===== src/hdl/nsp_pkg.sv =====
// ----------------------------------------------------------------------------
// nsp_pkg
// Shared types, constants and helpers for the number string parser.
// ----------------------------------------------------------------------------
`default_nettype none

package nsp_pkg;

  localparam int VALUE_BITS = 32;
  localparam int COUNT_BITS = 16;
  localparam int CH_BITS    = 8;
  localparam int RADIX_BITS = 5;
  localparam int DIGIT_BITS = 5;   // 0..15 digit, 16 = not a hex digit
  localparam int OUT_BITS   = VALUE_BITS + COUNT_BITS;
  localparam int TDATA_BITS = ((OUT_BITS + 7) / 8) * 8;

  localparam int QDEPTH     = 2;
  localparam int QPTR_BITS  = 1;
  localparam int QCNT_BITS  = 2;

  localparam logic [CH_BITS-1:0] CH_ZERO  = 8'h30;  // '0'
  localparam logic [CH_BITS-1:0] CH_NINE  = 8'h39;  // '9'
  localparam logic [CH_BITS-1:0] CH_UP_A  = 8'h41;  // 'A'
  localparam logic [CH_BITS-1:0] CH_UP_F  = 8'h46;  // 'F'
  localparam logic [CH_BITS-1:0] CH_LO_A  = 8'h61;  // 'a'
  localparam logic [CH_BITS-1:0] CH_LO_F  = 8'h66;  // 'f'
  localparam logic [CH_BITS-1:0] CH_X     = 8'h78;  // 'x'

  localparam logic [RADIX_BITS-1:0] RADIX_HEX = 5'd16;
  localparam logic [RADIX_BITS-1:0] RADIX_OCT = 5'd8;
  localparam logic [RADIX_BITS-1:0] RADIX_DEC = 5'd10;
  localparam logic [DIGIT_BITS-1:0] NOT_HEX   = 5'd16;

  // One queued operation for the back end.
  typedef struct packed {
    logic                  clr;       // start over from zero value and count
    logic                  pre_bump;  // count one prefix character first
    logic                  dig;       // fold in one digit
    logic                  emit;      // deliver value and count
    logic [3:0]            digit;
    logic [RADIX_BITS-1:0] radix;
  } op_t;

  typedef struct packed {
    logic full;
    logic empty;
  } q_status_t;

  function automatic logic [DIGIT_BITS-1:0] digit_of(input logic [CH_BITS-1:0] c);
    logic [CH_BITS-1:0] t;
    begin
      t = CH_BITS'(NOT_HEX);
      if (c >= CH_ZERO && c <= CH_NINE) begin
        t = c - CH_ZERO;
      end else if (c >= CH_UP_A && c <= CH_UP_F) begin
        t = c - CH_UP_A + 8'd10;
      end else if (c >= CH_LO_A && c <= CH_LO_F) begin
        t = c - CH_LO_A + 8'd10;
      end
      return t[DIGIT_BITS-1:0];
    end
  endfunction

  // Configured radix, clamped to 16; zero selects the fallback.
  function automatic logic [RADIX_BITS-1:0] pick_radix(input logic [RADIX_BITS-1:0] setting,
                                                      input logic [RADIX_BITS-1:0] fallback);
    logic [RADIX_BITS-1:0] b;
    begin
      b = (setting > RADIX_HEX) ? RADIX_HEX : setting;
      return (b == '0) ? fallback : b;
    end
  endfunction

endpackage

`default_nettype wire


===== src/hdl/number_string_parser.sv =====
// ----------------------------------------------------------------------------
// number_string_parser
// Streaming unsigned number parser with radix prefix detection.
// ----------------------------------------------------------------------------
// Feed one character per beat on the slave side; tuser high marks the first
// character of a new string and restarts the parse. The radix comes from
// cfg_data (1..16, values above 16 act as 16, 0 = detect: leading '0' gives
// octal, else decimal); "0x" plus a hex digit always forces hex. The first
// non-digit ends the number and yields one beat with the value (mod 2^32)
// and the character count (saturating). One character is taken every cycle
// while the queue has room; a result goes through the op queue and then the
// output register. tready drops only when the two-entry op queue fills, i.e.
// while a result beat is held by master-side backpressure. Characters between
// strings give no result. Write cfg only while idle.
`default_nettype none

module number_string_parser (
  input  wire logic                           clk,
  input  wire logic                           rst,
  // configuration: base_setting
  input  wire logic                           cfg_valid,
  output logic                                cfg_ready,
  input  wire logic [nsp_pkg::RADIX_BITS-1:0] cfg_data,    // base_setting
  // character stream
  input  wire logic                           s_tvalid,
  output logic                                s_tready,
  input  wire logic [7:0]                     s_tdata,     // [7:0] ch
  input  wire logic                           s_tuser,     // [0] first
  // results
  output logic                                m_tvalid,
  input  wire logic                           m_tready,
  output logic [nsp_pkg::TDATA_BITS-1:0]      m_tdata      // [31:0] value, [47:32] consumed
);
  import nsp_pkg::*;

  logic [RADIX_BITS-1:0] base_setting;
  logic                  push, pop;
  op_t                   push_op, head;
  q_status_t             q_stat;

  // Register write is always accepted.
  assign cfg_ready = 1'b1;

  always_ff @(posedge clk) begin
    if (rst) begin
      base_setting <= '0;
    end else if (cfg_valid) begin
      base_setting <= cfg_data;
    end
  end

  // Front: classify characters, track prefix phase and radix.
  nsp_front u_front (
    .clk          (clk),
    .rst          (rst),
    .base_setting (base_setting),
    .s_tvalid     (s_tvalid),
    .s_tready     (s_tready),
    .s_tdata      (s_tdata),
    .s_tuser      (s_tuser),
    .q_stat       (q_stat),
    .push         (push),
    .push_op      (push_op)
  );

  // Decoupling queue.
  nsp_queue u_queue (
    .clk     (clk),
    .rst     (rst),
    .push    (push),
    .push_op (push_op),
    .pop     (pop),
    .head    (head),
    .q_stat  (q_stat)
  );

  // Back: accumulate and deliver.
  nsp_back u_back (
    .clk      (clk),
    .rst      (rst),
    .head     (head),
    .q_stat   (q_stat),
    .pop      (pop),
    .m_tvalid (m_tvalid),
    .m_tready (m_tready),
    .m_tdata  (m_tdata)
  );

endmodule

`default_nettype wire


===== src/hdl/nsp_front.sv =====
// ----------------------------------------------------------------------------
// nsp_front
// Accepts characters, tracks the prefix phase and radix, queues back-end ops.
// ----------------------------------------------------------------------------
`default_nettype none

module nsp_front (
  input  wire logic                           clk,
  input  wire logic                           rst,
  input  wire logic [nsp_pkg::RADIX_BITS-1:0] base_setting,
  input  wire logic                           s_tvalid,
  output logic                                s_tready,
  input  wire logic [7:0]                     s_tdata,   // ch
  input  wire logic                           s_tuser,   // first
  input  wire nsp_pkg::q_status_t             q_stat,
  output logic                                push,
  output nsp_pkg::op_t                        push_op
);
  import nsp_pkg::*;

  typedef enum logic [2:0] {
    PH_IDLE, PH_ZERO, PH_ZERO_X, PH_DIGITS, PH_DONE
  } phase_t;

  phase_t                phase, phase_next;
  logic [RADIX_BITS-1:0] radix, radix_next;
  logic [DIGIT_BITS-1:0] d;
  logic                  take;
  logic                  want;
  op_t                   op;

  assign s_tready = !q_stat.full;
  assign take     = s_tvalid && s_tready;
  assign d        = digit_of(s_tdata);

  always_comb begin
    phase_next = phase;
    radix_next = radix;
    want       = 1'b0;
    op         = '0;
    op.digit   = d[3:0];
    if (s_tuser) begin
      op.clr = 1'b1;
      want   = 1'b1;
      if (s_tdata == CH_ZERO) begin
        op.pre_bump = 1'b1;
        radix_next  = '0;
        phase_next  = PH_ZERO;
      end else begin
        radix_next = pick_radix(base_setting, RADIX_DEC);
      end
    end else begin
      unique case (phase)
        PH_ZERO: begin
          if (s_tdata == CH_X) begin
            phase_next = PH_ZERO_X;
          end else begin
            want       = 1'b1;
            radix_next = pick_radix(base_setting, RADIX_OCT);
          end
        end
        PH_ZERO_X: begin
          want = 1'b1;
          if (d < NOT_HEX) begin
            op.pre_bump = 1'b1;
            radix_next  = RADIX_HEX;
          end else begin
            radix_next = pick_radix(base_setting, RADIX_OCT);
          end
        end
        PH_DIGITS: want = 1'b1;
        default:   want = 1'b0;
      endcase
    end
    // Digit or terminator decision, unless the leading zero is being held.
    if (want && !(s_tuser && s_tdata == CH_ZERO)) begin
      if (d < radix_next) begin
        op.dig     = 1'b1;
        phase_next = PH_DIGITS;
      end else begin
        op.emit    = 1'b1;
        phase_next = PH_DONE;
      end
    end
    op.radix = radix_next;
  end

  assign push    = take && want;
  assign push_op = op;

  always_ff @(posedge clk) begin
    if (rst) begin
      phase <= PH_IDLE;
      radix <= '0;
    end else if (take) begin
      phase <= phase_next;
      radix <= radix_next;
    end
  end

endmodule

`default_nettype wire


===== src/hdl/nsp_queue.sv =====
// ----------------------------------------------------------------------------
// nsp_queue
// Two-entry op queue between front and back end.
// ----------------------------------------------------------------------------
`default_nettype none

module nsp_queue (
  input  wire logic         clk,
  input  wire logic         rst,
  input  wire logic         push,
  input  wire nsp_pkg::op_t push_op,
  input  wire logic         pop,
  output nsp_pkg::op_t      head,
  output nsp_pkg::q_status_t q_stat
);
  import nsp_pkg::*;

  op_t                  mem [QDEPTH];
  logic [QPTR_BITS-1:0] wr_ptr, rd_ptr;
  logic [QCNT_BITS-1:0] count;

  assign q_stat.full  = (count == QCNT_BITS'(QDEPTH));
  assign q_stat.empty = (count == '0);
  assign head         = mem[rd_ptr];

  always_ff @(posedge clk) begin
    if (push) begin
      mem[wr_ptr] <= push_op;
    end
  end

  always_ff @(posedge clk) begin
    if (rst) begin
      wr_ptr <= '0;
      rd_ptr <= '0;
      count  <= '0;
    end else begin
      if (push) wr_ptr <= wr_ptr + 1'b1;
      if (pop)  rd_ptr <= rd_ptr + 1'b1;
      count <= count + QCNT_BITS'(push) - QCNT_BITS'(pop);
    end
  end

`ifndef SYNTHESIS
  a_no_overflow: assert property (@(posedge clk) disable iff (rst)
    push |-> (!q_stat.full || pop))
    else $error("queue push while full");
  a_no_underflow: assert property (@(posedge clk) disable iff (rst)
    pop |-> !q_stat.empty)
    else $error("queue pop while empty");
`endif

endmodule

`default_nettype wire


===== src/hdl/nsp_back.sv =====
// ----------------------------------------------------------------------------
// nsp_back
// Executes queued ops: multiply-add accumulator, count, output register.
// ----------------------------------------------------------------------------
`default_nettype none

module nsp_back (
  input  wire logic                              clk,
  input  wire logic                              rst,
  input  wire nsp_pkg::op_t                      head,
  input  wire nsp_pkg::q_status_t                q_stat,
  output logic                                   pop,
  output logic                                   m_tvalid,
  input  wire logic                              m_tready,
  output logic [nsp_pkg::TDATA_BITS-1:0]         m_tdata   // value, consumed
);
  import nsp_pkg::*;

  logic [VALUE_BITS-1:0] acc, acc_next, a0;
  logic [COUNT_BITS-1:0] cnt, cnt_next, c0, c1;
  logic [VALUE_BITS-1:0] out_value;
  logic [COUNT_BITS-1:0] out_count;

  function automatic logic [COUNT_BITS-1:0] sat_inc(input logic [COUNT_BITS-1:0] c);
    return (c == '1) ? c : c + 1'b1;
  endfunction

  assign pop = !q_stat.empty && (!head.emit || !m_tvalid || m_tready);

  always_comb begin
    a0       = head.clr ? '0 : acc;
    c0       = head.clr ? '0 : cnt;
    c1       = head.pre_bump ? sat_inc(c0) : c0;
    acc_next = a0;
    cnt_next = c1;
    if (head.dig) begin
      acc_next = a0 * VALUE_BITS'(head.radix) + VALUE_BITS'(head.digit);
      cnt_next = sat_inc(c1);
    end
  end

  always_ff @(posedge clk) begin
    if (rst) begin
      acc      <= '0;
      cnt      <= '0;
      m_tvalid <= 1'b0;
    end else begin
      if (pop) begin
        acc <= acc_next;
        cnt <= cnt_next;
      end
      if (pop && head.emit) begin
        m_tvalid <= 1'b1;
      end else if (m_tready) begin
        m_tvalid <= 1'b0;
      end
    end
  end

  always_ff @(posedge clk) begin
    if (pop && head.emit) begin
      out_value <= a0;
      out_count <= c1;
    end
  end

  assign m_tdata = TDATA_BITS'({out_count, out_value});

`ifndef SYNTHESIS
  a_emit_slot_free: assert property (@(posedge clk) disable iff (rst)
    (pop && head.emit) |-> (!m_tvalid || m_tready))
    else $error("emit overwrote a pending beat");
  a_digit_counts: assert property (@(posedge clk) disable iff (rst)
    (pop && head.dig) |=> (cnt != '0))
    else $error("digit left count at zero");
  a_emit_shows: assert property (@(posedge clk) disable iff (rst)
    (pop && head.emit) |=> m_tvalid)
    else $error("emit did not raise output valid");
`endif

endmodule

`default_nettype wire

===== config.mk =====
export PLATFORM = sky130hd
export DESIGN_NAME = number_string_parser
export DESIGN_NICKNAME = d
export VERILOG_FILES = /design/src/hdl/nsp_pkg.sv /design/src/hdl/number_string_parser.sv /design/src/hdl/nsp_front.sv /design/src/hdl/nsp_queue.sv /design/src/hdl/nsp_back.sv
export SDC_FILE = /design/constraint.sdc
export NUM_CORES = 1
export LEC_CHECK = 0
export BUFFER_PORTS_ARGS = -buffer_cell sky130_fd_sc_hd__buf_4
export CORE_MARGIN = 4
export CORE_UTILIZATION = 39
export CTS_BUF_LIST = sky130_fd_sc_hd__clkbuf_16
export DETAILED_ROUTE_END_ITERATION = 12
export SKIP_LAST_GASP = 1
export SLEW_MARGIN = 10
export SYNTH_ARGS = -nofsm -noshare
export SYNTH_HDL_FRONTEND = slang
export SYNTH_SLANG_ARGS = --single-unit

===== constraint.sdc =====
create_clock -name clk -period 7.2 [get_ports clk]
set_input_delay 0.36 -clock clk [delete_from_list [all_inputs] [get_ports clk]]
set_output_delay 0.36 -clock clk [all_outputs]
set_load 0.02 [all_outputs]

# Word-level counts from Yosys, hierarchy flattened
# Memory sizes are Yosys's and may differ from the RTL's. A register that Yosys moved wholly into a read port is not among the register bits.
# Index checks and enable logic that the tools add are counted.
# totals
out_inout_bits	51
latch_bits	0
regBits	114
rom_bits	0
mem_count	1
ram_bits	26
# classes
n_mul	1
reduce_logical	23
order_cmp	9
eq_ne	9
bitwise_logic	0
shifts	0
add_sub_neg	12
div	0
n_mux	41
# memory_table
memory	depth	word_bits	read_ports	rd_ports_with_merged_regs	write_ports	line	text
u_queue.mem	2	13	1	1	1	nsp_queue.sv:18	op_t mem [QDEPTH];
# ops
op	count
16-bit 2-to-1 mux	5
32-bit 2-to-1 mux	2
5-bit 2-to-1 mux	10
16-bit by 1-bit adder with 16-bit output (second input constant)	2
32-bit by 4-bit adder with 32-bit output	1
16-bit equality test (second input constant)	2
32-bit by 5-bit multiplier with 32-bit output	1
3-bit 2-to-1 mux	6
8-bit by 7-bit greater-or-equal comparator with 1-bit output (second input constant)	2
8-bit by 7-bit <= comparator with 1-bit output (second input constant)	2
1-bit 2-to-1 mux	15
5-bit by 4-bit adder with 5-bit output (second input constant)	2
5-bit case mux with 2 select lines	1
5-bit by 1-bit subtractor with 5-bit output (second input constant)	2
1-bit logical AND	9
8-bit by 6-bit equality test with 1-bit output (second input constant)	1
8-bit by 7-bit equality test with 1-bit output (second input constant)	1
8-bit by 6-bit greater-or-equal comparator with 1-bit output (second input constant)	1
8-bit by 6-bit <= comparator with 1-bit output (second input constant)	1
3-bit by 2-bit equality test with 1-bit output (second input constant)	2
3-bit nonzero test	2
5-bit > comparator (second input constant)	1
1-bit logical NOT	5
5-bit logical NOT	1
16 further kinds	18

# Depth between registers and ports, before layout
# Gate-level depths: netlist of run 1.
# depth
word_depth	12
depth_mapped	23
mapped_depth_nobuf	18

# By module
# From an unflattened synthesis of run 1, not the netlist that was laid out.
# hier_totals
hier_cells	1249
area_unflattened_um2	11933.9
# by_module_without_submodules
mod	area_each_um2	n_inst	cells_per_inst
nsp_back	9512.9	1	1034
nsp_queue	1192.4	1	61
nsp_front	1037.2	1	136
number_string_parser	191.4	1	18

# Worst setup path after synthesis of run 1
# Ideal clock, no wire load.
# synth_path
kind	reg-to-reg
from	reg (tool-made name)
to	reg u_back.acc[31]
synth_period_minus_slack_ns	6.411
arrival_time_ns	6.294
slack_ns	0.789
path_stages_with_launch	22
cell_sequence	dfxtp_1 > buf_6 > mux2i_2 > clkbuf_1 > clkbuf_1 > clkbuf_1 > buf_1 > nand2_1 > nor2_1 > fa_1 > fa_1 > inv_1 > fa_1 > inv_1 > ha_1 > a2111o_1 > o311ai_0 > a21oi_1 > o32ai_1 > o31ai_1 > a21o_1 > a32o_1
# synth_rtl
item	line	text
end signal, assigned	nsp_back.sv:49	acc <= acc_next;
end, declared	nsp_back.sv:19	logic [VALUE_BITS-1:0] acc, acc_next, a0;

==> metrics.md, run 1 <==
| Metric | Value |
|---|---|
| # rows | `62` |
| Area growth syn-to-layout | `13.1%` |
| Min-Delay Path Class | `in2reg` |
| Avg WL per Cell | `16.3 um` |
| FMAX | `156 MHz` |
| Fill cells | `2898` |
| Synth cell types | `87` |
| Pwr dens | `246 nW/um^2` |
| Clock slew seen by the registers of the worst setup and hold paths | `0.06 ns` |
| First-pass GRT wire length | `47400 um` |
| Cts repair resizes | `0` |
| Post-DP HPWL | `20700 um` |
| Clock tree buffer depth | `2` |
| Grt ovf | `0` |
| Boundary Pins | `70` |
| Worst Path Buf+Inv | `4` |
| Ys Warns | `0` |
| PortBufs | `68` |
| CP Launch Type | `flop` |
| CTS root buf | `clkbuf_16` |
| Hold Crit Depth | `3` |
| Slew @ Worst Pin | `1.11 ns` |
| Synth Flop Type | `edfxtp_1` |
| DRC | `0` |
| FF+latch count, synth | `141` |
| CP cell instances | `buf_4, mux2i_2, nor2_1, fa_1, fa_1, inv_1, fa_1, inv_1, ha_1, o211ai_1, a211oi_1, o311ai_0, a21oi_1, o32ai_1, buf_4, or2_2, a2111oi_0, a211oi_1` |
| Ant diodes | `0` |
| WS Path Type | `reg2reg` |
| Maximum vdd drop | `0.232 mV` |
| Setup Buffers After CTS | `0` |
| Post-layout minimum cycle time | `6.41 ns` |
| Max_cap viols | `0` |
| Crit Path Max Fanout | `15` |
| Tot Pwr | `0.00322 W` |
| Total core area | `29000 um^2` |
| Nets@finish | `1517` |
| Setup violators final | `0` |
| Final worst clock skew | `0.0137 ns` |
| Hold path start | `cfg_data[4]` |
| Seq pwr share | `35.2%` |
| Critical path data required time | `7.47 ns` |
| Synth Area in Compound Gates | `14.0%` |
| Fraction of final layout cells sized beyond drive strength 1 | `11.8%` |
| Pint | `0.00191 W` |
| Initial antenna violation count | `0` |
| Die width | `180 um` |
| Post-synthesis sequential area ratio | `30.8%` |
| Power share of the combinational group | `37.3%` |
| # hold bufs at CTS | `0` |
| Static Leak | `5.87 nW` |
| Vias in the first global route | `9243` |
| Switching Share | `40.5%` |
| ANT nets after route | `0` |
| Fraction of the mapped netlist area in simple logic gates | `18.1%` |
| DRT Pass-1 Iters | `7` |
| Outcome | `finished clean` |
| GRT Total Usage | `17.6%` |
| Number of flops mapped to enable cells by yosys | `74` |
| Most used cell, CP | `fa_1` |
| GPL Wtd Cong | `0.861` |
| Final WL | `28300 um` |
| Largest net degree at the start of global routing | `62` |
| Endpoints failing hold | `0` |
| Top delay family on crit path | `adder cells` |
| Pins Over Slew Limit | `0` |
| Crit-path max cell delay | `0.89 ns` |
| Synth Area per Inst | `8.97 um^2` |
| Slew headroom | `25.7%` |
| CTS sink count | `141` |
| CP arrival | `6.69 ns` |
| Worst-Skew Late Latency | `0.43 ns` |
| Initial drt markers | `646` |
| Largest family of logic cells by synthesized area | `adder cells` |
| Worst path depth | `18` |
| Die Area | `32500 um^2` |
| DR vias | `9153` |
| Post-synth net total | `1468` |
| Syn Inst Count | `1290` |
| Clock buffer count from CTS | `17` |
| Register-to-Register Path Depth | `18` |
| Post-Synth XOR/XNOR Area | `3.24%` |
| Multiplexer area fraction after synthesis | `2.32%` |
| CTS tree | `done` |
| Fraction of registers with async set/reset | `0%` |
| Clock share of power | `27.5%` |
| Crit. End Element | `flop` |
| Vias per std cell | `5.27` |
| Die height | `180 um` |
| Switching pwr | `0.00130 W` |
| Slowest cell on crit path | `mux2i_2` |
| Htree depth | `4` |
| TNS Setup | `0 ns` |
| Synthesized area | `11600 um^2` |
| Adder-Cell Fraction of Synth Area | `22.8%` |
| RSZ-0062 raised after global routing | `false` |
| Starting Density | `39.9%` |
| Final Cycle Share | `89.1%` |
-- flip-flops by register name, indices dropped and copies added (netlist names), named ones only --
name,count
u_back.cnt,16
u_back.out_count,16
u_front.radix,5
u_back.acc,32
u_front.phase,3
base_setting,5
u_back.out_value,32
u_queue.rd_ptr,1
u_back.m_tvalid,1
u_queue.wr_ptr,1
u_queue.count,2
u_queue.mem,26
-- power by group through the flow --
stage / sequential, W / clock, W / combinational [W]
floorplan: 0.00119 / 0 / 0.000714
global placement: 0.00115 / 0 / 0.00119
detailed placement: 0.00115 / 0 / 0.00121
CTS: 0.00113 / 0.000908 / 0.00121
global route: 0.00115 / 0.000940 / 0.00132
finish: 0.00113 / 0.000883 / 0.00120
-- stage by stage --
stage                     utilization (%)  hold WS (ns)  instance area [um^2]  instances  setup WS, ns
final                                45.1         0.161                 13100       1736         0.786
after global routing                 45.1         0.159                 13100       1736         0.475
after CTS                            45.1         0.150                 13100       1736         0.845
after detailed placement             43.1         0.446                 12500       1704         0.879
after global placement               43.1         0.447                 12500       1704          1.05
after floorplan                         -         0.434                 11600       1290         0.789
-- synthesized netlist by cell type (24+ instances only) --
master	number	area, um^2
dfxtp_1	67	1340
nand2_1	82	308
ha_1	73	913
a21oi_1	33	165
fa_1	86	1720
xnor2_1	28	245
edfxtp_1	74	2220
clkbuf_1	44	165
o21ai_0	24	120
inv_1	204	766
nor2_1	211	792
-- final cells by class --
type	instances	area (um^2)	area share (%)
clock buffer	17	425	3.25
clock inverter	15	150	1.15
inverter	204	766	5.85
multi-input combinational	888	7050	53.9
sequential	141	3560	27.2
tap	384	480	3.67
timing repair buffer	87	653	4.99
-- worst reg2reg max path, cell delays in order (launching register included) --
cell       delay, ns
dfxtp_1         0.55
buf_4           0.27
mux2i_2         0.89
nor2_1          0.14
fa_1            0.54
fa_1            0.56
inv_1           0.06
fa_1            0.53
inv_1           0.04
ha_1            0.34
o211ai_1        0.13
a211oi_1        0.46
o311ai_0        0.32
a21oi_1         0.29
o32ai_1         0.12
buf_4           0.17
or2_2           0.27
a2111oi_0       0.44
a211oi_1        0.14
-- kinds of logic after synthesis --
group / count (synthesis)
and+or+nand+nor: 444
buffers and inverters: 261
AOI/OAI and AO/OA: 217
adders and majority gates: 159
DFF: 141
xor gates and xnor gates: 42
muxes: 25
other: 1
-- placed cells by master, fill, tap and decap left out, drive strengths merged, types with 27 or more instances in the layout --
| master | count |
|---|---|
| inv | 213 |
| fa | 86 |
| nor2 | 211 |
| dfxtp | 67 |
| a21oi | 33 |
| xnor2 | 29 |
| ha | 73 |
| edfxtp | 74 |
| buf | 87 |
| o21ai | 27 |
| nand2 | 82 |
-- routing by layer --
layer  part of all wire, %  routed length (um)  track usage, %
met1                    48               13400            24.5
met2                    46               13100            28.8
met3                   4.5                1260            2.77
met4                   1.5                 416            4.72
met5                     0                   0               0
-- final timing paths --
check                    endpoint  slack [ns]
setup / recovery   u_back.acc[27]        0.79
hold / removal    base_setting[4]        0.16
setup reg to reg   u_back.acc[27]        0.79
hold reg to reg    u_back.acc[31]        0.46
Power figures use the tool's default switching activity.
==> run 2: changes to the inputs <==
ABC_AREA = 1   (was default)
==> metrics.md, run 2 <==
| Metric | Value |
|---|---|
| Endpoints failing hold | `0` |
| TNS Setup | `0 ns` |
| Nets@finish | `1864` |
| Crit. End Element | `flop` |
| Htree depth | `4` |
| Initial drt markers | `638` |
| Synthesized area | `12400 um^2` |
| Synth top area share | `17.9%` |
| Grt ovf | `0` |
| Setup Buffers After CTS | `0` |
| Post-Layout Cell Count | `2101` |
| Post-layout minimum cycle time | `6.25 ns` |
| Die width | `186 um` |
| Boundary Pins | `70` |
| Area growth syn-to-layout | `12.3%` |
| Syn Inst Count | `1635` |
| GRT Total Usage | `18.5%` |
| Pins Over Slew Limit | `0` |
| Synth Flop Type | `edfxtp_1` |
| Synth Area per Inst | `7.59 um^2` |
| CTS sink count | `141` |
| Finished Cell Area | `13900 um^2` |
| Register-to-Register Path Depth | `23` |
| Ant diodes | `0` |
| Largest net degree at the start of global routing | `56` |
| RSZ-0062 raised after global routing | `false` |
| FMAX | `160 MHz` |
| Post-synth top area cell | `edfxtp_1` |
| Fraction of final layout cells sized beyond drive strength 1 | `11.7%` |
| Clock tree buffer depth | `2` |
| Outcome | `finished clean` |
| Slew headroom | `20.6%` |
| # rows | `65` |
| Post-synthesis sequential area ratio | `28.7%` |
| FF+latch count, synth | `141` |
| Die Area | `34700 um^2` |
| Maximum vdd drop | `0.175 mV` |
| Static Leak | `6.80 nW` |
| GPL Wtd Cong | `0.886` |
| # hold bufs at CTS | `0` |
| Fraction of registers with async set/reset | `0%` |
| Min-Delay Path Class | `in2reg` |
| FF+latch area | `3560 um^2` |
| Placement Cell Area | `13300 um^2` |
| Clock buffer count from CTS | `17` |
| CTS root buf | `clkbuf_16` |
| Most common cell after layout, fill and taps aside | `inv_1` |
| Reg2Reg Launch Point | `u_queue.mem[0][12]` |
| WS Path Type | `reg2reg` |
| Clock slew seen by the registers of the worst setup and hold paths | `0.07 ns` |
| Final Cycle Share | `86.8%` |
| Slew @ Worst Pin | `1.18 ns` |
| ANT nets after route | `0` |
| Vias per std cell | `5.04` |
| Initial antenna violation count | `0` |
| Critical path data required time | `7.53 ns` |
| First-pass GRT wire length | `52900 um` |
| CTS tree | `done` |
| Synth top area cells | `edfxtp_1 18%, fa_1 14%, dfxtp_1 11%, inv_1 9.4%, nand2_1 8.6%` |
| DRC | `0` |
| DR vias | `10600` |
| Fill cells | `3161` |
| Final worst clock skew | `0.0107 ns` |
| Most frequent cell after synthesis | `inv_1` |
| Dpl cells | `2069` |
| Most frequent cells in the layout | `307 x inv_1, 283 x nand2_1, 226 x nor2_1` |
| Total core area | `31500 um^2` |
| Hold path start | `cfg_data[0]` |
| Final setup margin | `0.947 ns` |
| Final WL | `32200 um` |
| CP Launch Type | `flop` |
| Cts repair resizes | `0` |
| WHS Endpoint | `base_setting[0]` |
| RR Endpoint | `u_back.acc[28]` |
| Setup violators final | `0` |
| Commonest cells in the netlist | `309 x inv_1, 283 x nand2_1, 227 x nor2_1, 133 x a21oi_1, 86 x fa_1` |
| Worst slack, placed | `0.973 ns` |
| Vias in the first global route | `10400` |
| Pwr dens | `351 nW/um^2` |
| Synth cell types | `59` |
| Largest regs | `u_back.acc x32, u_back.out_value x32, u_queue.mem x26` |
| CP arrival | `6.58 ns` |
| Number of flops mapped to enable cells by yosys | `74` |
| Post-synth net total | `1813` |
| Flop-to-flop setup slack | `0.95 ns` |
| Die height | `186 um` |
| Hold Crit Depth | `3` |
| Avg WL per Cell | `15.3 um` |
| Post-DP HPWL | `23600 um` |
| Max_cap viols | `0` |
| Starting Density | `39.4%` |
| Crit Path Max Fanout | `28` |
| Multi-input logic area | `7410 um^2` |
| Ys Warns | `0` |
| DRT Pass-1 Iters | `6` |
| PortBufs | `68` |
| Tot Pwr | `0.00489 W` |
| Worst-Skew Late Latency | `0.45 ns` |
[run 2: worst max-delay path by stage]
stage	end	start	cells after the start	slack, ns
CTS	u_back.acc[28]	u_queue.mem[0][12]	23	0.94
floorplan	u_back.acc[28]	flop	28	2.14
detailed placement	u_back.acc[28]	u_queue.mem[0][12]	23	0.97
global route	u_back.acc[25]	flop	21	0.51
finish	u_back.acc[28]	u_queue.mem[0][12]	23	0.95
global placement	u_back.acc[25]	u_queue.mem[0][12]	20	1.04
[run 2: logic make-up (layout without fill, tap and decap cells)]
| family | Yosys count | in the layout | share of synthesized area (%) |
|---|---|---|---|
| multiplexers | 2 | 2 | 0.161 |
| flip-flops | 141 | 141 | 28.7 |
| AO/OA/AOI/OAI | 247 | 247 | 10.7 |
| AND/OR/NAND/NOR | 676 | 676 | 24.9 |
| XOR/XNOR | 33 | 33 | 2.33 |
| buffers and inverters | 376 | 440 | 11.9 |
| adder cells (fa/ha/maj) | 159 | 159 | 21.2 |
| other | 1 | 1 | 0.0302 |
[run 2: worst max-delay path: stages, from the launching register on]
cell,delay (ns)
edfxtp_1,0.46
nand2_8,0.18
nand2_2,0.21
inv_1,0.91
nand2_1,0.36
or2_2,0.42
fa_1,0.51
inv_1,0.04
ha_1,0.27
inv_1,0.06
fa_1,0.53
inv_1,0.07
fa_1,0.46
nand3_1,0.10
nand2_1,0.11
nand2_1,0.09
nand3b_1,0.18
a21o_1,0.25
a21oi_1,0.22
o21ai_0,0.18
a21oi_1,0.22
nor2_1,0.06
o21ai_0,0.18
a21oi_1,0.08
[run 2: layout make-up]
| class | instances | area share, % |
|---|---|---|
| clock buffers | 17 | 3.05 |
| repair buffers | 84 | 4.53 |
| multi-input cells | 1118 | 53.2 |
| clock inverters | 15 | 1.25 |
| flip-flops and latches | 141 | 25.6 |
| inverters | 324 | 8.78 |
| well taps | 402 | 3.61 |
[run 2: report_power, final]
| group | total, W | switching, W | leakage (nW) | internal (W) |
|---|---|---|---|---|
| sequential | 0.00125 | 0.000112 | 1.26 | 0.00114 |
| combinational | 0.00271 | 0.00185 | 5.26 | 0.000861 |
| clock | 0.000928 | 0.000406 | 0.289 | 0.000522 |
[run 2: metal layers]
| layer | global-route usage, % | vias to the layer above | part of all wire (%) |
|---|---|---|---|
| li1 | - | 5238 | - |
| met1 | 25.6 | 5010 | 47 |
| met2 | 30.3 | 298 | 46 |
| met3 | 3.25 | 40 | 5.7 |
| met4 | 4.64 | 0 | 1.7 |
| met5 | 0 | - | 0 |
[run 2: through the flow]
| stage | hold WS, ns | util [%] |
|---|---|---|
| after detailed placement | 0.450 | 42.3 |
| after CTS | 0.124 | 44.3 |
| after floorplan | 0.426 | - |
| after global placement | 0.436 | 42.3 |
| final | 0.142 | 44.3 |
| after global routing | 0.141 | 44.3 |
==> run 3: changes to the inputs <==
clock period = 7.4 ns   (was 7.2 ns; I/O delays follow)
==> metrics.md, run 3 (synthesis results as in run 2) <==
| Metric | Value |
|---|---|
| CP arrival | `6.60 ns` |
| GPL Wtd Cong | `0.899` |
| Post-Layout Cell Count | `2101` |
| Outcome | `finished clean` |
| DRT Pass-1 Iters | `5` |
| CP Launch Type | `flop` |
| Endpoints failing hold | `0` |
| Placement Cell Area | `13300 um^2` |
| Largest regs | `u_back.acc x32, u_back.out_value x32, u_queue.mem x26` |
| Initial drt markers | `701` |
| Vias in the first global route | `10400` |
| Htree depth | `4` |
| Die height | `186 um` |
| Layout Utilization | `44.3%` |
| Final WL | `32500 um` |
| Boundary Pins | `70` |
| Finished Cell Area | `13900 um^2` |
| Top delay family on crit path | `simple AND/OR/NAND/NOR gates` |
| Switching Share | `49.0%` |
| Most common cell after layout, fill and taps aside | `inv_1` |
| GRT Total Usage | `18.8%` |
| Initial antenna violation count | `0` |
| TNS Setup | `0 ns` |
| Crit-path max cell delay | `0.76 ns` |
| Crit. End Element | `flop` |
| Area growth syn-to-layout | `12.3%` |
| RSZ-0062 raised after global routing | `false` |
| DRC | `0` |
| Worst Path Buf+Inv | `5` |
| Slew headroom | `22.8%` |
| # hold bufs at CTS | `0` |
| Grt met3 use | `3.25%` |
| Critical path data required time | `7.77 ns` |
| Setup violators final | `0` |
| Starting Density | `39.4%` |
| Hold path start | `cfg_data[0]` |
| Grt ovf | `0` |
| Final setup margin | `1.16 ns` |
| Crit Path Max Fanout | `22` |
| Pint | `0.00243 W` |
| Avg WL per Cell | `15.5 um` |
| Post-DP HPWL | `23900 um` |
| Met1 usage | `26.2%` |
| Hold Crit Depth | `3` |
| Post-layout minimum cycle time | `6.24 ns` |
| Seq pwr share | `25.7%` |
| WHS Endpoint | `base_setting[0]` |
| Max_cap viols | `0` |
| Dpl cells | `2069` |
| Flop-to-flop setup slack | `1.16 ns` |
| First-pass GRT wire length | `53700 um` |
| Ant diodes | `0` |
| Slew @ Worst Pin | `1.15 ns` |
| CTS sink count | `141` |
| Fraction of final layout cells sized beyond drive strength 1 | `11.7%` |
| # rows | `65` |
| Maximum vdd drop | `0.163 mV` |
| Min-Delay Path Class | `in2reg` |
| Die width | `186 um` |
| CTS root buf | `clkbuf_16` |
| CP cell instances | `inv_4, nand2_8, nand2_2, inv_1, buf_4, nand2_1, nor2_1, fa_1, fa_1, inv_1, fa_1, inv_1, ha_1, nand2_1, nor4_1, nand4_1, nand3_1, nand4_1, nand2_1, xor2_1, o21ai_0, a21oi_1` |
| Setup Buffers After CTS | `0` |
| WS Path Type | `reg2reg` |
| CTS tree | `done` |
| FMAX | `160 MHz` |
| DR vias | `10500` |
| Nets@finish | `1864` |
| Cts repair resizes | `0` |
| Pwr dens | `342 nW/um^2` |
| Clock share of power | `19.0%` |
| Final Cycle Share | `84.3%` |
| Total core area | `31500 um^2` |
| Largest net degree at the start of global routing | `56` |
| Register-to-Register Path Depth | `22` |
| Static Leak | `6.81 nW` |
| Switching pwr | `0.00234 W` |
| Worst slack, placed | `1.25 ns` |
| RR Endpoint | `u_back.acc[25]` |
| Worst-Skew Late Latency | `0.45 ns` |
| ANT nets after route | `0` |
| Fill cells | `3186` |
| Final worst clock skew | `0.0130 ns` |
| Vias per std cell | `5.02` |
| Clock slew seen by the registers of the worst setup and hold paths | `0.07 ns` |
| PortBufs | `68` |
| Slowest cell on crit path | `inv_1` |
| Most frequent cells in the layout | `308 x inv_1, 283 x nand2_1, 227 x nor2_1` |
| Pins Over Slew Limit | `0` |
| Met2 GRT Util | `30.3%` |
| Die Area | `34700 um^2` |
| Clock tree buffer depth | `2` |
| Clock buffer count from CTS | `17` |
| Power share of the combinational group | `55.3%` |
| Busiest layer in global routing | `met2` |
## run 3: cell count changes in the layout (fill, tap and decap cells not counted), sizes merged
| cell | delta |
|---|---|
| clkinv | +2 |
| clkinvlp | -2 |
| inv | +1 |
| bufinv | -1 |
## run 3: power by group through the flow
stage               Combinational, W  Sequential, W  Clock (W)
detailed placement           0.00265        0.00124          0
floorplan                    0.00180        0.00131          0
global route                 0.00298        0.00125   0.000955
global placement             0.00260        0.00124          0
CTS                          0.00266        0.00122   0.000926
finish                       0.00264        0.00123   0.000905
## run 3: final cells by class
class                   count  area, um^2  area share [%]
repair buffers             84         631            4.53
well taps                 402         503            3.61
clock buffers              17         425            3.05
multi-input cells        1118        7410            53.2
inverters                 324        1220            8.79
clock inverters            15         174            1.25
flip-flops and latches    141        3560            25.6
## run 3: worst max-delay path by stage
| stage | from | end | slack, ns | depth (start not counted) |
|---|---|---|---|---|
| global placement | flop | u_back.acc[24] | 1.35 | 25 |
| floorplan | flop | u_back.acc[28] | 2.34 | 28 |
| CTS | flop | u_back.acc[25] | 1.21 | 22 |
| finish | flop | u_back.acc[25] | 1.16 | 22 |
| global route | flop | u_back.acc[28] | 0.75 | 23 |
| detailed placement | flop | u_back.acc[25] | 1.25 | 22 |
## run 3: through the flow
stage,power (W),hold slack (ns)
after CTS,0.00481,0.136
after detailed placement,0.00388,0.449
final,0.00477,0.152
after global routing,0.00519,0.166
after floorplan,0.00312,0.426
after global placement,0.00384,0.442
## run 3: worst reg2reg max path: stages (launching register included)
cell     delay, ns
dfxtp_1       0.52
inv_4         0.12
nand2_8       0.15
nand2_2       0.21
inv_1         0.77
buf_4         0.28
nand2_1       0.20
nor2_1        0.25
fa_1          0.49
fa_1          0.54
inv_1         0.06
fa_1          0.54
inv_1         0.05
ha_1          0.37
nand2_1       0.13
nor4_1        0.53
nand4_1       0.17
nand3_1       0.23
nand4_1       0.11
nand2_1       0.09
xor2_1        0.14
o21ai_0       0.09
a21oi_1       0.15
## run 3: routing by layer
metal  share of wire [%]  vias up
met1                  48     5008
met3                 4.5       50
met4                 2.3        0
met5                   0        -
li1                    -     5238
met2                  45      249
